File: config.mk
export PLATFORM = sky130hd
export DESIGN_NAME = line_sensor_position_unit
export DESIGN_NICKNAME = d
export VERILOG_FILES = /design/src/hdl/lsp_pkg.sv /design/src/hdl/lsp_diff_store.sv /design/src/hdl/lsp_mul.sv /design/src/hdl/line_sensor_position_unit.sv
export SDC_FILE = /design/constraint.sdc
export NUM_CORES = 2
export LEC_CHECK = 0
export BUFFER_PORTS_ARGS = -buffer_cell sky130_fd_sc_hd__buf_2
export CAP_MARGIN = 20
export CORE_ASPECT_RATIO = 0.75
export CORE_MARGIN = 5
export CORE_UTILIZATION = 58
export DETAILED_ROUTE_END_ITERATION = 10
export PLACE_DENSITY = 0.78
export SKIP_LAST_GASP = 1
export SYNTH_ARGS = -nofsm -noshare
export SYNTH_HDL_FRONTEND = slang
export SYNTH_HIERARCHICAL = 1
export SYNTH_SLANG_ARGS = --single-unit
File: constraint.sdc
create_clock -name clk -period 9.35 [get_ports clk]
set_input_delay 1.87 -clock clk [delete_from_list [all_inputs] [get_ports clk]]
set_output_delay 1.87 -clock clk [all_outputs]
set_load 0.01 [all_outputs]
File: src/hdl/lsp_pkg.sv
// shared types, widths and constants for the line sensor position unit
package lsp_pkg;

	localparam int NUM_SENSORS = 8;

	localparam int SAMPLE_W = 16;
	localparam int DIFF_W   = SAMPLE_W + 1;
	localparam int DELTA_W  = DIFF_W + 1;
	localparam int PITCH_W  = 8;
	localparam int GAIN_W   = 16;
	localparam int POS_W    = 32;
	localparam int CFG_IDX_W  = 1;
	localparam int CFG_DATA_W = 16;

	localparam int CH_W   = $clog2(NUM_SENSORS);
	localparam int STEP_W = $clog2(2 * NUM_SENSORS);

	// offset before pitch scaling, in 1/(4096*256) sensor pitches
	localparam int V_W      = GAIN_W + DELTA_W + 1;
	localparam int PROD_W   = V_W + PITCH_W + 1;
	localparam int Q_W      = PROD_W - 8;
	localparam int CENTER_SHIFT = 20;
	localparam int ROUND_BIAS   = 128;

	localparam logic signed [V_W-1:0] CENTER_BASE = V_W'((NUM_SENSORS - 1) * 2048 * 256);
	localparam logic [STEP_W-1:0] STEP_HALF = STEP_W'(NUM_SENSORS);
	localparam logic [STEP_W-1:0] STEP_LAST = STEP_W'(2 * NUM_SENSORS - 1);
	localparam logic [CH_W-1:0]   SCAN_FIRST = CH_W'(1);
	localparam logic [CH_W-1:0]   SCAN_LAST  = CH_W'(NUM_SENSORS - 2);

	localparam logic [PITCH_W-1:0] PITCH_RESET = PITCH_W'(9);
	localparam logic [GAIN_W-1:0]  GAIN_RESET  = GAIN_W'(84);

	localparam logic signed [POS_W-1:0] POS_MAX = {1'b0, {(POS_W-1){1'b1}}};
	localparam logic signed [POS_W-1:0] POS_MIN = {1'b1, {(POS_W-1){1'b0}}};

	typedef enum logic [CFG_IDX_W-1:0] {
		REG_PITCH = 1'b0,
		REG_GAIN  = 1'b1
	} cfg_reg_t;

	typedef logic [CH_W-1:0] ch_t;
	typedef logic signed [DIFF_W-1:0] diff_t;

	typedef struct packed {
		logic wr;
		logic sub;
		ch_t  addr;
	} store_ctl_t;

endpackage

File: src/hdl/lsp_diff_store.sv
// per-channel difference registers for the front and back rows
module lsp_diff_store (
	input  logic                           clk,
	input  lsp_pkg::store_ctl_t            ctl,
	input  logic [lsp_pkg::SAMPLE_W-1:0]   front_sample,
	input  logic [lsp_pkg::SAMPLE_W-1:0]   back_sample,
	output lsp_pkg::diff_t                 rd_front,
	output lsp_pkg::diff_t                 rd_back
);

	lsp_pkg::diff_t front_mem_q [lsp_pkg::NUM_SENSORS];
	lsp_pkg::diff_t back_mem_q  [lsp_pkg::NUM_SENSORS];

	assign rd_front = front_mem_q[ctl.addr];
	assign rd_back  = back_mem_q[ctl.addr];

	// first half of a frame loads the off reading, second half subtracts the on reading
	always_ff @(posedge clk) begin
		if (ctl.wr) begin
			if (ctl.sub) begin
				front_mem_q[ctl.addr] <= rd_front - {1'b0, front_sample};
				back_mem_q[ctl.addr]  <= rd_back - {1'b0, back_sample};
			end else begin
				front_mem_q[ctl.addr] <= {1'b0, front_sample};
				back_mem_q[ctl.addr]  <= {1'b0, back_sample};
			end
		end
	end

endmodule

File: src/hdl/lsp_mul.sv
// shared signed multiplier with registered product
module lsp_mul (
	input  logic                                clk,
	input  logic signed [lsp_pkg::V_W-1:0]      a,
	input  logic signed [lsp_pkg::DELTA_W-1:0]  b,
	output logic signed [lsp_pkg::PROD_W-1:0]   p_q
);

	logic signed [lsp_pkg::V_W+lsp_pkg::DELTA_W-1:0] full;

	assign full = a * b;

	always_ff @(posedge clk) begin
		p_q <= full[lsp_pkg::PROD_W-1:0];
	end

endmodule

File: src/hdl/line_sensor_position_unit.sv
// top level: frame sequencer, configuration registers and position output
//
// Usage: one sample pair (front_sample, back_sample) is transferred per rising edge
// at which start is high and busy is low. A frame is 2*NUM_SENSORS transfers in
// channel order: the emitter-off readings first, then the emitter-on readings.
// Busy stays low for transfers within a frame.
// The last transfer of a frame starts the position search and busy goes high.
// Per row the unit scans the inner channels one per cycle, reads both neighbors
// of the minimum, then runs two products and a round/saturate step through the
// one shared multiplier. The front row goes first, then the back row.
// When the back row finishes, done is high for exactly one cycle with
// front_position and back_position; the receiver cannot stall, so the result
// is lost if not taken in that cycle. busy is low in that same cycle.
// Configuration writes (cfg_wr, cfg_idx, cfg_data) take effect at the edge and
// are expected only while busy is low.
// Reset clears the frame position, the sequencer and the registers to their
// defaults (pitch 9 mm, gain 84/256 per volt); difference registers hold
// nothing valid until the first half of a frame has loaded them.
module line_sensor_position_unit (
	input  logic                                    clk,
	input  logic                                    arst_n,
	input  logic                                    start,
	output logic                                    busy,
	input  logic [lsp_pkg::SAMPLE_W-1:0]            front_sample,
	input  logic [lsp_pkg::SAMPLE_W-1:0]            back_sample,
	output logic                                    done,
	output logic signed [lsp_pkg::POS_W-1:0]        front_position,
	output logic signed [lsp_pkg::POS_W-1:0]        back_position,
	input  logic                                    cfg_wr,
	input  logic [lsp_pkg::CFG_IDX_W-1:0]           cfg_idx,
	input  logic [lsp_pkg::CFG_DATA_W-1:0]          cfg_data
);

	typedef enum logic [2:0] {
		S_IDLE,
		S_SCAN,
		S_LEFT,
		S_RIGHT,
		S_SUB,
		S_SCALE,
		S_ROUND
	} state_t;

	state_t                                 state_q;
	logic [lsp_pkg::STEP_W-1:0]             step_q;
	logic                                   row_q;
	lsp_pkg::ch_t                           idx_q;
	lsp_pkg::ch_t                           c_q;
	lsp_pkg::diff_t                         min_q;
	lsp_pkg::diff_t                         left_q;
	logic signed [lsp_pkg::V_W-1:0]         v_q;
	logic [lsp_pkg::PITCH_W-1:0]            pitch_q;
	logic [lsp_pkg::GAIN_W-1:0]             gain_q;
	logic                                   done_q;
	logic signed [lsp_pkg::POS_W-1:0]       front_pos_q;
	logic signed [lsp_pkg::POS_W-1:0]       back_pos_q;

	logic                                   accept;
	lsp_pkg::ch_t                           step_ch;
	lsp_pkg::store_ctl_t                    store_ctl;
	lsp_pkg::diff_t                         rd_front;
	lsp_pkg::diff_t                         rd_back;
	lsp_pkg::diff_t                         rd;
	logic signed [lsp_pkg::DELTA_W-1:0]     delta;
	logic signed [lsp_pkg::V_W-1:0]         center;
	logic signed [lsp_pkg::V_W-1:0]         mul_a;
	logic signed [lsp_pkg::DELTA_W-1:0]     mul_b;
	logic signed [lsp_pkg::PROD_W-1:0]      p_q;
	logic signed [lsp_pkg::PROD_W-1:0]      rounded;
	logic signed [lsp_pkg::Q_W-1:0]         q;
	logic signed [lsp_pkg::POS_W-1:0]       pos;

	assign busy           = (state_q != S_IDLE);
	assign done           = done_q;
	assign front_position = front_pos_q;
	assign back_position  = back_pos_q;

	always_comb begin
		accept = start && !busy;
		if (step_q >= lsp_pkg::STEP_HALF) begin
			step_ch = lsp_pkg::CH_W'(step_q - lsp_pkg::STEP_HALF);
		end else begin
			step_ch = lsp_pkg::CH_W'(step_q);
		end

		store_ctl.wr  = accept;
		store_ctl.sub = (step_q >= lsp_pkg::STEP_HALF);
		unique case (state_q)
			S_IDLE:  store_ctl.addr = step_ch;
			S_SCAN:  store_ctl.addr = idx_q;
			S_LEFT:  store_ctl.addr = c_q - lsp_pkg::CH_W'(1);
			S_RIGHT: store_ctl.addr = c_q + lsp_pkg::CH_W'(1);
			default: store_ctl.addr = c_q;
		endcase

		rd     = row_q ? rd_back : rd_front;
		delta  = {left_q[lsp_pkg::DIFF_W-1], left_q} - {rd[lsp_pkg::DIFF_W-1], rd};
		center = lsp_pkg::CENTER_BASE - (lsp_pkg::V_W'(c_q) << lsp_pkg::CENTER_SHIFT);

		// gain * delta first, then pitch * (center - gain * delta)
		if (state_q == S_SCALE) begin
			mul_a = v_q;
			mul_b = {{(lsp_pkg::DELTA_W-lsp_pkg::PITCH_W){1'b0}}, pitch_q};
		end else begin
			mul_a = {{(lsp_pkg::V_W-lsp_pkg::GAIN_W){1'b0}}, gain_q};
			mul_b = delta;
		end

		// floor((p + 128) / 256), then clamp to 32 bits
		rounded = p_q + lsp_pkg::PROD_W'(lsp_pkg::ROUND_BIAS);
		q       = rounded[lsp_pkg::PROD_W-1:8];
		if ((&q[lsp_pkg::Q_W-1:lsp_pkg::POS_W-1]) || !(|q[lsp_pkg::Q_W-1:lsp_pkg::POS_W-1])) begin
			pos = q[lsp_pkg::POS_W-1:0];
		end else if (q[lsp_pkg::Q_W-1]) begin
			pos = lsp_pkg::POS_MIN;
		end else begin
			pos = lsp_pkg::POS_MAX;
		end
	end

	lsp_diff_store u_store (
		.clk          (clk),
		.ctl          (store_ctl),
		.front_sample (front_sample),
		.back_sample  (back_sample),
		.rd_front     (rd_front),
		.rd_back      (rd_back)
	);

	lsp_mul u_mul (
		.clk (clk),
		.a   (mul_a),
		.b   (mul_b),
		.p_q (p_q)
	);

	always_ff @(posedge clk or negedge arst_n) begin
		if (!arst_n) begin
			state_q <= S_IDLE;
			step_q  <= '0;
			row_q   <= 1'b0;
			idx_q   <= lsp_pkg::SCAN_FIRST;
			c_q     <= lsp_pkg::SCAN_FIRST;
			done_q  <= 1'b0;
			pitch_q <= lsp_pkg::PITCH_RESET;
			gain_q  <= lsp_pkg::GAIN_RESET;
		end else begin
			done_q <= 1'b0;

			if (cfg_wr) begin
				unique case (cfg_idx)
					lsp_pkg::REG_PITCH: pitch_q <= cfg_data[lsp_pkg::PITCH_W-1:0];
					lsp_pkg::REG_GAIN:  gain_q  <= cfg_data[lsp_pkg::GAIN_W-1:0];
				endcase
			end

			unique case (state_q)
				S_IDLE: begin
					if (accept) begin
						if (step_q == lsp_pkg::STEP_LAST) begin
							step_q  <= '0;
							row_q   <= 1'b0;
							idx_q   <= lsp_pkg::SCAN_FIRST;
							state_q <= S_SCAN;
						end else begin
							step_q <= step_q + lsp_pkg::STEP_W'(1);
						end
					end
				end
				S_SCAN: begin
					// strict compare keeps the lowest channel on ties
					if (idx_q == lsp_pkg::SCAN_FIRST || rd < min_q) begin
						min_q <= rd;
						c_q   <= idx_q;
					end
					if (idx_q == lsp_pkg::SCAN_LAST) begin
						state_q <= S_LEFT;
					end else begin
						idx_q <= idx_q + lsp_pkg::CH_W'(1);
					end
				end
				S_LEFT: begin
					left_q  <= rd;
					state_q <= S_RIGHT;
				end
				S_RIGHT: begin
					state_q <= S_SUB;
				end
				S_SUB: begin
					v_q     <= center - p_q[lsp_pkg::V_W-1:0];
					state_q <= S_SCALE;
				end
				S_SCALE: begin
					state_q <= S_ROUND;
				end
				S_ROUND: begin
					if (!row_q) begin
						front_pos_q <= pos;
						row_q       <= 1'b1;
						idx_q       <= lsp_pkg::SCAN_FIRST;
						state_q     <= S_SCAN;
					end else begin
						back_pos_q <= pos;
						done_q     <= 1'b1;
						state_q    <= S_IDLE;
					end
				end
				default: state_q <= S_IDLE;
			endcase
		end
	end

	// mid-frame transfers never raise busy
	a_mid_frame_ready: assert property (@(posedge clk) disable iff (!arst_n)
		(start && !busy && step_q != lsp_pkg::STEP_LAST) |=> !busy)
		else $error("busy raised on a mid-frame transfer");

	// the last transfer of a frame starts the search and rewinds the frame position
	a_frame_end: assert property (@(posedge clk) disable iff (!arst_n)
		(start && !busy && step_q == lsp_pkg::STEP_LAST) |=> (busy && step_q == '0))
		else $error("frame end did not start the search");

	// a result appears only once the unit is ready again
	a_done_idle: assert property (@(posedge clk) disable iff (!arst_n)
		done |-> (!busy && step_q == '0))
		else $error("result strobe while busy or mid-frame");

	// the result strobe lasts one cycle
	a_done_pulse: assert property (@(posedge clk) disable iff (!arst_n)
		done |=> !done)
		else $error("result strobe longer than one cycle");

endmodule
==> results.tsv <==
metric	value	unit
ios	119	
critPathCaptureType	flip-flop	
critPathKind	flip-flop to flip-flop	
drt-initial-drc-count	3338	
htree_levels	2	
routabilityCongestion	0.9279	
drtPass1Iterations	6	
grt_overflow	0	
synth_compound_area_share	8.153	%
hp-start	gain_q[0]$_DFFE_PN0P_	
coreArea	71790	µm²
syn_avg_cell_area	10.42	µm²
avgRoutedWirePerCell	21.82	µm
hold_viol	0	
nNetsFinal	5243	
antenna_found_initial	3	
top_layer	met5	
syn_nets	4807	
tritoncts	done	
regToRegStartpoint	c_q[0]$_DFFE_PN1P_	
violations	negative setup slack	
crit_top_cell	fa_1	
synthCells	4032	
clockRootBuffer	clkbuf_16	
cts_made_buffers	44	
finalWorstSetupSlack	-954.3	ps
port_buffers	118	
synth_top_family_by_area	adder cells	
min_path_type	flip-flop to flip-flop	
via_per_inst	5.851	
ys.flop_type	edfxtp_1	
wl_met2	50.24	mm
synthAdderAreaFrac	30.75	%
worstMarginPinSlew	1085	ps
yosysSeqAreaShare	33.38	%
wl_met3	15.41	mm
grt_pass1_wl	185.1	mm
setup_viol	29	
fillers	4879	
clock_skew	45.57	ps
crit_slowest_cell	fa_2	
cts_buffer_depth	3	
ys_warn_count	6	
path_clk_slew	70	ps
arrival	10780	ps
min_to	gain_q[0]$_DFFE_PN0P_	
synth_xor_area_share	3.395	%
status	finished with violations	
row_count	85	
die-area	77990	µm²
critical_path.startpoint_type	flip-flop	
post-route-min-period	10300	ps
die_y	243.1	µm
grt_util_all_layers	30.08	%
wl	119.1	mm
drive_gt1_share	22.28	%
required	9830	ps
muxShareOfSynthArea	3.558	%
rsz0062_at_grt	true	
async_reset_ff_share	7.992	%
place_ws	-1065	ps
crit_path_max_incr_delay	650	ps
crit_fanout	7	
syn2layout_area_growth	18.47	%
die_x	320.8	µm
syn-cell-area	42020	µm²
drv_cap	0	
max_freq	0.09705	GHz
final_cell_mix	713 x inv_1, 529 x nand2_1, 501 x fa_1, 405 x edfxtp_1, 402 x buf_4	
drc	0	
final_common_cell	inv_1	
wl_met1	50.34	mm
initial_core_util	58.53	%
clk_latency	600	ps
min_path_cells	1	
ff2ff_path_depth	42	
synth_edf_count	405	
synth-simple-area-share	12.17	%
r2r_setup_slack	-950	ps
ys_ff_latch	488	
postLayoutCoreUtil	69.34	%
hold_buffers	0	
drtAntennaViolNets	0	
slew_violations	0	
cts.sinks	488	
hpwl	87.28	mm
fin_crit_sh	110.2	%
vias	31940	
ys_types	98	
maxSlewHeadroom	27.69	%
r2r-end	u_mul/p_q[41]$_DFF_P_	
grt_max_degree	43	
grt_pass1_vias	32890	
-- timing repair --
item                       4_1_cts  5_1_grt
pin swaps                       92       58
buffers inserted                72       20
gates cloned                     3        2
setup endpoints to repair       29       33
resized for setup              179       83
-- worst max-delay path: cells and delay by family (launching register included) --
family	cells	cell delay (ps)
fa+ha+maj	9	4220
compound gates	13	2180
simple gates	9	1610
buf+inv	9	1220
flops	1	540
mux	1	240
xor+xnor	1	160
-- through the flow --
stage               TNS, ps  instances  hold slack [ps]  area (µm²)
finish               -18860       5459            510.7       49780
floorplan             -1421       4032            469.9       42310
detailed placement   -21280       5286            496.8       46410
global route         -28570       5459            525.6       49780
global placement     -17220       5286            488.4       46410
CTS                  -11940       5437            513.1       49240
-- cell families (layout without fill, tap and decap cells) --
kind of cell | after synthesis | after routing
and+or+nand+nor | 1081 | 1081
DFF | 488 | 488
muxes | 137 | 137
AOI/OAI and AO/OA | 513 | 513
xor gates and xnor gates | 162 | 162
buffers and inverters | 929 | 1398
other | 0 | 1
adders and majority gates | 722 | 722
-- layer usage --
metal  GRT usage [%]  vias up
met5               0        -
met4           6.741        2
met3           9.669      264
met2           42.92     1823
met1           45.37    15990
li1                -    13870
-- synthesized netlist by cell type (all sizes together) (10+ instances only) --
master	count	share of area [%]
o21ai	95	1.1
fa	518	25
o221ai	10	0.24
a21oi	163	2.0
nor3	23	0.29
nand2b	21	0.31
nand4	17	0.30
and2	205	3.1
dfxtp	44	2.1
xnor2	105	2.2
a31oi	19	0.30
clkbuf	152	1.4
o22ai	19	0.31
a211oi	11	0.21
mux2i	59	1.4
xor2	57	1.2
a21o	44	0.79
edfxtp	405	29
nor2b	16	0.27
o22a	12	0.25
dfrtp	32	1.9
buf	43	0.67
mux2	76	2.0
nand2	540	4.8
a221oi	30	0.63
o21a	20	0.36
and3	38	0.57
a22oi	30	0.54
o211ai	10	0.18
nor2	148	1.3
nand3	31	0.37
inv	734	6.6
ha	204	6.1
-- registers in the layout (all words and copies together) (netlist names) --
| register | count |
|---|---|
| back_position | 32 |
| c_q | 3 |
| done | 1 |
| front_position | 32 |
| gain_q | 16 |
| idx_q | 3 |
| left_q | 17 |
| min_q | 17 |
| pitch_q | 8 |
| row_q | 1 |
| state_q | 3 |
| step_q | 4 |
| u_mul/p_q | 44 |
| u_store/back_mem_q | 136 |
| u_store/front_mem_q | 136 |
| v_q | 35 |
-- how the worst max path moves through the flow --
stage,start,endpoint,slack (ps)
global route,state_q[2]$_DFFE_PN0P_,u_mul/p_q[42]$_DFF_P_,-1280
floorplan,state_q[2]$_DFFE_PN0P_,u_mul/p_q[43]$_DFF_P_,-260
finish,c_q[0]$_DFFE_PN1P_,u_mul/p_q[41]$_DFF_P_,-950
global placement,c_q[0]$_DFFE_PN1P_,u_mul/p_q[41]$_DFF_P_,-880
detailed placement,state_q[2]$_DFFE_PN0P_,u_mul/p_q[40]$_DFF_P_,-1060
CTS,c_q[0]$_DFFE_PN1P_,u_mul/p_q[43]$_DFF_P_,-690
-- cell type report --
type / count / area [µm²] / share of cell area, %
tap: 957 / 1197 / 2.405
clock inverter: 16 / 207.7 / 0.4172
multi-input combinational: 2615 / 25680 / 51.60
timing repair buffer: 585 / 4647 / 9.335
sequential: 488 / 14030 / 28.18
inverter: 734 / 2759 / 5.542
clock buffer: 63 / 1254 / 2.519
antenna: 1 / 2.502 / 0.005027
Power is not shown: default switching activity piles up to over one toggle a cycle in this logic, so the estimate is an artifact.
